$ cat src/hdl/ddrt_fifo.sv
//------------------------------------------------------------------------------
// ddrt_fifo
// Small register queue with full and empty flags.
//------------------------------------------------------------------------------
`timescale 1ns / 1ps
module ddrt_fifo #(
	parameter int W     = 8,
	parameter int DEPTH = 2
) (
	input  logic         clk,
	input  logic         arst_n,
	input  logic         push,
	input  logic         pop,
	input  logic [W-1:0] din,
	output logic [W-1:0] dout,
	output logic         full,
	output logic         empty
);
	localparam int AW = (DEPTH > 1) ? $clog2(DEPTH) : 1;
	localparam int CW = $clog2(DEPTH + 1);

	logic [W-1:0]  mem_q [DEPTH];
	logic [AW-1:0] wp_q, rp_q;
	logic [CW-1:0] cnt_q;
	logic          do_push, do_pop;

	assign full    = (cnt_q == CW'(DEPTH));
	assign empty   = (cnt_q == '0);
	assign do_push = push && !full;
	assign do_pop  = pop && !empty;
	assign dout    = mem_q[rp_q];

	// pointers and fill count
	always_ff @(posedge clk or negedge arst_n) begin
		if (!arst_n) begin
			wp_q  <= '0;
			rp_q  <= '0;
			cnt_q <= '0;
		end else begin
			if (do_push) wp_q <= (wp_q == AW'(DEPTH - 1)) ? '0 : wp_q + 1'b1;
			if (do_pop)  rp_q <= (rp_q == AW'(DEPTH - 1)) ? '0 : rp_q + 1'b1;
			if (do_push && !do_pop)      cnt_q <= cnt_q + 1'b1;
			else if (do_pop && !do_push) cnt_q <= cnt_q - 1'b1;
		end
	end

	// storage
	always_ff @(posedge clk) begin
		if (do_push) mem_q[wp_q] <= din;
	end
endmodule

$ cat config.mk
export PLATFORM = sky130hd
export DESIGN_NAME = ddrt_fifo
export DESIGN_NICKNAME = d
export VERILOG_FILES = /design/src/hdl/ddrt_fifo.sv
export SDC_FILE = /design/constraint.sdc
export NUM_CORES = 1
export LEC_CHECK = 0
export BUFFER_PORTS_ARGS = -buffer_cell sky130_fd_sc_hd__buf_2
export CORE_MARGIN = 2
export CORE_UTILIZATION = 44
export DETAILED_ROUTE_END_ITERATION = 10
export GPL_TIMING_DRIVEN = 1
export PLACE_DENSITY = 0.72
export SYNTH_ARGS = -nofsm -noshare
export SYNTH_HDL_FRONTEND = slang
export SYNTH_SLANG_ARGS = --single-unit
$ cat constraint.sdc
create_clock -name clk -period 1.5 [get_ports clk]
set_input_delay 0.075 -clock clk [delete_from_list [all_inputs] [get_ports clk]]
set_output_delay 0.075 -clock clk [all_outputs]
set_load 0.02 [all_outputs]
==> run_results.csv <==
group,metric,value,unit
placed_design,pre_cts_ws,15.58,ps
cts,numCtsBuffers,3,
cts,cts_buffer_depth,2,
floorplanning,start_util,0.4630,
setup_path,end_kind,"primary output",
setup_path,critical_path.slowest_cell,"dfrtp_2",
cts,numClockSinks,20,
sta,fin_crit,1392,ps
sta,slew_headroom,0.8507,
grt,grt_pass1_vias,417,
placed_design,dp_hpwl,810.3,um
sta,post-route-period-util,0.9281,
grt,grt_pass1_wl,1904,um
drt,routed_via_density,4.560,
setup_path,max_stage_delay,510,ps
setup_path,crit_path_start_kind,"register",
floorplanning,die_x,46.16,um
drt,wl_met1,611,um
floorplanning,die-area,2130,sq um
final_layout,final_cells,100,
power,leakagePower,0.4705,nW
synth,ys_seq_area_frac,0.7424,
setup_path,crit_fanout,9,
grt,antenna_found_initial,0,
final_layout,final_nets,97,
final_layout,fin_area,1096,sq um
sta,worst_slack,107.8,ps
synth,synth-seq-cells,20,
final_layout,seqCellArea,581.8,sq um
sta,holdWs,39.30,ps
drt,drc,0,
setup_path,critical_path_required,1420,ps
drt,drtIter0Drc,19,
final_layout,diodes,0,
sta,hold_violations,0,
placed_design,gp_congestion,0.6161,
drt,route.met2.wl,603,um
final_layout,finish.utilization,0.6489,
cts,cts_root_buf,"clkbuf_4",
cts,htreeDepth,1,
drt,first_pass_iters,4,
placed_design,dpl_cell_area,933.4,sq um
floorplanning,ioPinCount,22,
sta,slew_viol_final,0,
sta,setup-violations-final,0,
cts,cts_tree,"done",
synth,syn_area,782.0,sq um
setup_path,cp_cell_sequence,"mux2_2 -> buf_2",
setup_path,cp.arrival,1320,ps
outcome,status,"finished clean",
synth,synth_nets,57,
placed_design,dp.cells,85,
placed_design,io_buffers,21,
grt,grt.overflow.total,0,
setup_path,crit_type,"register to primary output",
job,drv_cap,0,
sta,rsz0062_at_grt,"no",
drt,wl_met3,51,um
final_layout,area_growth,40.16,%
drt,via_count,456,
sta,worst_pin_slew,223.9,ps
floorplanning,fp.coreArea,1689,sq um
floorplanning,fp.dieH,46.16,um
setup_path,rrSetupSlack,150,ps
final_layout,drive_gt1_frac,0.4458,
power,powerDensity,1908,nW/um^2
synth,ys_warn_count,0,
grt,track_usage,0.1348,
grt,grt_start_max_net_pins,13,
cts,clkLatencyLatePin,290,ps
min_path,min_path_type,"input port to register",
power,power,2.091,mW
power,peakVddDrop,1.217,mV
final_layout,num-fill-cells,137,
sta,max_clock_freq,718.3,MHz
synth,syn_area_per_cell,17.77,sq um
sta,setup_tns,0,ps
final_layout,multi_input_area,192.7,sq um
drt,topRoutingLayerUsed,"met3",
drt,wl_per_cell,12.67,um
synth,syn_inst,44,
drt,postRouteAntennaNets,0,
sta,fin_skew,1.923,ps
drt,routed_wirelength,1267,um
floorplanning,rows,15,
cts,path_clk_slew,100,ps
synth,synth.distinct_cells,15,
## routing by layer
metal | vias up | GRT usage
met5 | - | 0
met4 | 0 | 0.03429
met3 | 0 | 0.05882
met2 | 12 | 0.2111
met1 | 208 | 0.1709
li1 | 236 | -
## path summary, 6_finish.rpt
kind                           from       end  cells after the start
max                            rp_q   dout[2]                      2
min                             pop      rp_q                      3
max reg2reg                cnt_q[0]  cnt_q[1]                      7
max in group asynchronous    arst_n      rp_q                      2
min reg2reg                cnt_q[1]  cnt_q[1]                      1
min in group asynchronous    arst_n      rp_q                      2
## final cells by class
type | instances | area share
Clock buffer | 3 | 0.02055
Clock inverter | 1 | 0.02740
Inverter | 2 | 0.006849
Multi-Input combinational cell | 21 | 0.1758
Sequential cell | 20 | 0.5308
Tap cell | 17 | 0.01941
Timing Repair Buffer | 36 | 0.2192
## cell families after synthesis
kind of cell	count (synthesis)	synth area share
DFF	20	0.7424
AOI/OAI and AO/OA	1	0.006394
and+or+nand+nor	6	0.03841
buffers and inverters	3	0.01600
xor gates and xnor gates	5	0.06561
adders and majority gates	1	0.01600
muxes	8	0.1152
## report_power, final
group	switching, mW	internal [mW]	leakage (nW)
registers	0.107	0.778	0.194
logic	0.411	0.375	0.248
clock network	0.151	0.270	0.0279
## worst max-delay path: cells and delay by family, from the launching register on
family | cells | cell delay [ps]
buffers and inverters | 1 | 160
muxes | 1 | 360
DFF | 1 | 510
## state kept, by name (all words and copies together) (netlist names)
name	count
wp_q	1
mem_q	16
cnt_q	2
rp_q	1
## layout by cell type, fill, tap and decap left out, drive strengths merged
master / instances
nand2b: 1
xnor2: 3
edfxtp: 16
and3: 1
dfrtp: 4
mux2: 8
nand2: 1
ha: 1
nor2: 3
dlygate4sd3: 9
o21ai: 1
bufinv: 1
inv: 2
buf: 27
clkbuf: 3
xor2: 2
## cell usage after synthesis
master    instances  area (sq um)
mux2_1            6         67.56
ha_1              1         12.51
xnor2_2           1         16.27
and3_1            1         6.260
buf_2             1         5.000
nand2b_1          1         6.260
inv_1             2         7.510
o21ai_1           1         5.000
dfrtp_1           4         100.1
nand2_2           1         6.260
edfxtp_1         16         480.5
xnor2_1           2         17.52
mux2_2            2         22.52
xor2_1            2         17.52
nor2_1            3         11.26
## what timing repair did
| item | in CTS | in global routing |
|---|---|---|
| hold endpoints to repair | 20 | 0 |
| gates resized for setup | 1 | 1 |
| setup buffers | 1 | 1 |
| hold buffers | 9 | 0 |
| setup endpoints to repair | 9 | 1 |
| pin swaps | 0 | 3 |
Power figures use the tool's default switching activity.
